`src/hdl/sst_ram.sv`:
```
// Generic single-write, single-read RAM with registered read data.
// No dependencies; holds the span stack in stock_span_stream.
`default_nettype none

module sst_ram #(
  parameter int unsigned Width = 8,
  parameter int unsigned Depth = 16
) (
  input  wire logic                     clk_i,
  input  wire logic                     we_i,
  input  wire logic [$clog2(Depth)-1:0] waddr_i,
  input  wire logic [Width-1:0]         wdata_i,
  input  wire logic [$clog2(Depth)-1:0] raddr_i,
  output logic      [Width-1:0]         rdata_o
);

  logic [Width-1:0] mem_q [Depth];

  always_ff @(posedge clk_i) begin
    if (we_i) begin
      mem_q[waddr_i] <= wdata_i;
    end
    rdata_o <= mem_q[raddr_i];
  end

endmodule

`default_nettype wire

```
`config.mk`:
```
export PLATFORM = sky130hd
export DESIGN_NAME = sst_ram
export DESIGN_NICKNAME = d
export VERILOG_FILES = /design/src/hdl/sst_ram.sv
export SDC_FILE = /design/constraint.sdc
export NUM_CORES = 1
export LEC_CHECK = 0
export BUFFER_PORTS_ARGS = -buffer_cell sky130_fd_sc_hd__buf_2
export CORE_ASPECT_RATIO = 1.1
export CORE_MARGIN = 4
export CORE_UTILIZATION = 40
export CTS_CLUSTER_SIZE = 8
export DETAILED_ROUTE_END_ITERATION = 6
export PLACE_DENSITY = 0.65
export REMOVE_ABC_BUFFERS = 1
export SLEW_MARGIN = 10
export SYNTH_ARGS = -nofsm -noshare
export SYNTH_HDL_FRONTEND = slang
export SYNTH_SLANG_ARGS = --single-unit
```
`constraint.sdc`:
```
create_clock -name clk_i -period 4.62 [get_ports clk_i]
set_input_delay 1.386 -clock clk_i [delete_from_list [all_inputs] [get_ports clk_i]]
set_output_delay 1.386 -clock clk_i [all_outputs]
set_load 0.01 [all_outputs]
```
# Yosys cells after proc, flatten, opt, wreduce, memory -nomap -nowiden
# Memories as Yosys holds them, arrays and structs flattened. A register that Yosys moved wholly into a read port is not among the register bits.
# Index checks and enable logic that the tools add are counted.
# totals
regBits,0
ramBits,128
in_bits,18
output_inout_bits,8
elab_cells,3
memories,1
# mem_list
memory,words,width,rd,rd_ports_with_merged_regs,wr,line_no,source
mem_q,16,8,1,1,1,17,logic [Width-1:0] mem_q [Depth];
# classes
muxes,2
# op_table
cell,count
$mux 1,2

# Logic depth before layout (Yosys ltp)
# logic_depth
word_depth,2
mapped_depth,5
ltp_nobuf,3

# Worst setup path after synthesis
# OpenSTA, ideal clock, no wires.
# synth_path
path_kind,input -> register
start,input waddr_i[2]
end,"memory mem_q[0][0], enable pin"
setup_time_ns,0.383
arrival_time_ns,2.496
required_time_ns,4.237
slack_ns,1.741
cell_stages,2
path_buffers,0
cell_sequence,or3b_2 -> nor3_1
# synth_rtl
item,line_no,source
"start, declared",11,"input wire logic [$clog2(Depth)-1:0] waddr_i,"
"end, declared",17,
# No word-level cell before the write port.

==> flow_metrics.tcl <==
set metrics [dict create \
    hold_end "rdata_o[2]" \
    dieArea_sq_um 14700 \
    postCtsSetupBuffers 0 \
    cp.required_ns 4.91 \
    reg2reg_depth 3 \
    r2r_slack_ns 3.28 \
    min_from "mem_q[14][2]" \
    cts.htree.levels 4 \
    ios 26 \
    first_global_vias 2440 \
    synth_area_sq_um 5150 \
    dp_hpwl_mm 5.89 \
    crit_path_start_kind "input pin" \
    status "finished, final reports clean" \
    nets 287 \
    critical-path-max-stage-delay_ns 0.58 \
    tns_ns 0 \
    power.switching_mw 0.604 \
    post_cts_resized 0 \
    clock_latency_ns 0.41 \
    numCtsBuffers 17 \
    cp_max_fo 23 \
    vias 2379 \
    cp.depth 5 \
    cts_root_buf "clkbuf_16" \
    fill_cells 1045 \
    gr-total-overflow 0 \
    p_comb_share_pct 4.3 \
    max_freq_ghz 0.354 \
    finClkSkew_ns 0.0102 \
    wire_per_inst_microns 21.3 \
    crit_family "buffers and inverters" \
    start_util_pct 40.9 \
    p_per_area_nw_per_um2 467 \
    crit_chain "buf_2, buf_4, mux4_1, a22oi_1, nand2_1" \
    synthCells 229 \
    die_y_microns 127 \
    cts_hold_buffers 0 \
    worst_r2r_endpoint "rdata_o[2]" \
    grt_max_degree 33 \
    setup_viol 0 \
    p_int_mw 2.20 \
    yosys_register_bits 136 \
    fin_crit_ns 2.82 \
    clk_pin_slew_ns 0.06 \
    yosysWarnings 0 \
    utilization_pct 47.7 \
    slew_viol_final 0 \
    hold_ws_ns 0.663 \
    core_sq_um 12600 \
    leakage_nw 2.00 \
    ctsLongestPathBuffers 2 \
    ys_seq_area_share_pct 77.8 \
    syn-mean-instance-area_sq_um 22.5 \
    min_path_type "reg -> reg" \
    rows 43 \
    route.detailed.drc 0 \
    arrival_ns 3.11 \
    yosysUniqueCellTypes 19 \
    min_path_cells 3 \
    clkPwrFrac_pct 46.1 \
    viasPerCell 5.42 \
    slew_headroom_pct 34.1 \
    hold_viol_final 0 \
    routed_wl_mm 9.35 \
    grt_pass1_wl_mm 14.4 \
    cpMaxStageDelayCell "buf_2" \
    die_w_microns 116 \
    rsz0062_at_grt "no" \
    drive_gt1_share_pct 29.1 \
    finalCritPeriodShare_pct 61.1 \
    vdd_drop_max_mv 0.277 \
    area_growth_pct 16.6 \
    first_pass_iters 4 \
    ant_nets 0 \
    power_frac_seq_pct 49.5 \
    maxCapViolCount 0 \
    crit_buf_inv 2 \
    rr_startpoint "mem_q[5][2]" \
    antenna_found_initial 0 \
    multi_input_area_sq_um 1060 \
    cp-end-kind "flip-flop" \
    place.gp.congestion 0.709 \
    cts.sinks 136 \
    antenna_cells 0 \
    grt_usage_pct 13.7 \
    io_buffers 25 \
    drt-initial-drc-count 177 \
    cts_tree "built" \
    path_class "in -> reg" \
    worst_slew_pin_slew_ns 0.985 \
    seq_area_sq_um 4000 \
    sw_frac_of_total_pct 21.6 \
]
-- flip-flops by register name, summed over array words and instances (netlist names) --
name and cells:
rdata_o 8, mem_q 128
-- layout by cell type, fill, tap and decap left out, drive strengths merged --
cell,instances
or3b,1
nand3,1
nor2b,1
edfxtp,128
a22oi,16
dfxtp,8
mux4,32
buf,31
clkinvlp,3
nor3,4
clkinv,2
inv,8
nand3b,2
bufinv,1
clkbuf,18
nor2,13
nand2,9
and2,1
and2b,1
nand2b,2
-- kinds of logic after synthesis --
kind of cell | Yosys count | synth area share [%]
flip-flops | 136 | 77.8
AND/OR/NAND/NOR | 35 | 3.18
multiplexers | 32 | 15.0
AO/OA/AOI/OAI | 16 | 2.33
buffers and inverters | 10 | 1.68
-- layer usage --
metal  part of all wire, %  GRT usage (%)
met1                    46           19.8
met2                    48           19.9
met3                   6.0           4.26
met4                  0.72           4.51
met5                     0              0
-- layout make-up --
| class | count | area share, % |
|---|---|---|
| Clock buffer | 18 | 7.32 |
| Sequential cell | 136 | 66.7 |
| Tap cell | 157 | 3.27 |
| Timing Repair Buffer | 31 | 2.83 |
| Multi-Input combinational cell | 83 | 17.6 |
| Clock inverter | 14 | 2.27 |
-- worst max-delay path by stage --
| stage | startpoint | endpoint |
|---|---|---|
| after detailed placement | raddr_i[0] | rdata_o[1] |
| after global placement | raddr_i[0] | rdata_o[1] |
| after CTS | raddr_i[0] | rdata_o[1] |
| final | raddr_i[0] | rdata_o[1] |
| after floorplan | waddr_i[2] | mem_q[0][0] |
| after global routing | raddr_i[0] | rdata_o[1] |
-- synth_stat cells --
| cell | instances | area (sq um) |
|---|---|---|
| nand3_1 | 1 | 5.00 |
| edfxtp_1 | 128 | 3840 |
| a22oi_1 | 16 | 120 |
| clkdlybuf4s25_2 | 3 | 30.0 |
| nor2b_1 | 1 | 6.26 |
| nor2_1 | 13 | 48.8 |
| or3b_2 | 1 | 8.76 |
| nand2_1 | 9 | 33.8 |
| buf_4 | 1 | 7.51 |
| and2_1 | 1 | 6.26 |
| mux4_2 | 18 | 405 |
| nand2b_1 | 2 | 12.5 |
| and2b_1 | 1 | 7.51 |
| mux4_1 | 14 | 368 |
| buf_2 | 3 | 15.0 |
| nor3_1 | 4 | 20.0 |
| nand3b_1 | 2 | 15.0 |
| dfxtp_1 | 8 | 160 |
| buf_6 | 3 | 33.8 |
-- tightest hold or removal path, stage by stage (launching register included) --
cell	delay, ns
edfxtp_1	0.31
mux4_2	0.22
a22oi_1	0.06
nand2_1	0.05
-- metrics by stage --
step                std cells  worst slack [ns]  area [sq um]  power (mW)
detailed placement        407              1.33          5430        1.54
global route              439              1.65          6000        2.90
global placement          407              1.35          5430        1.54
finish                    439              1.80          6000        2.80
CTS                       439              1.77          6000        2.83
floorplan                 219              1.74          5060        1.47
-- power by group through the flow --
stage | Sequential (mW) | Combinational [mW] | Clock [mW]
3_3_place_gp | 1.41 | 0.122 | 0
3_5_place_dp | 1.41 | 0.125 | 0
2_1_floorplan | 1.41 | 0.0553 | 0
6_report | 1.39 | 0.121 | 1.29
5_1_grt | 1.39 | 0.134 | 1.38
4_1_cts | 1.39 | 0.125 | 1.31
(Power assumes the default switching activity.)
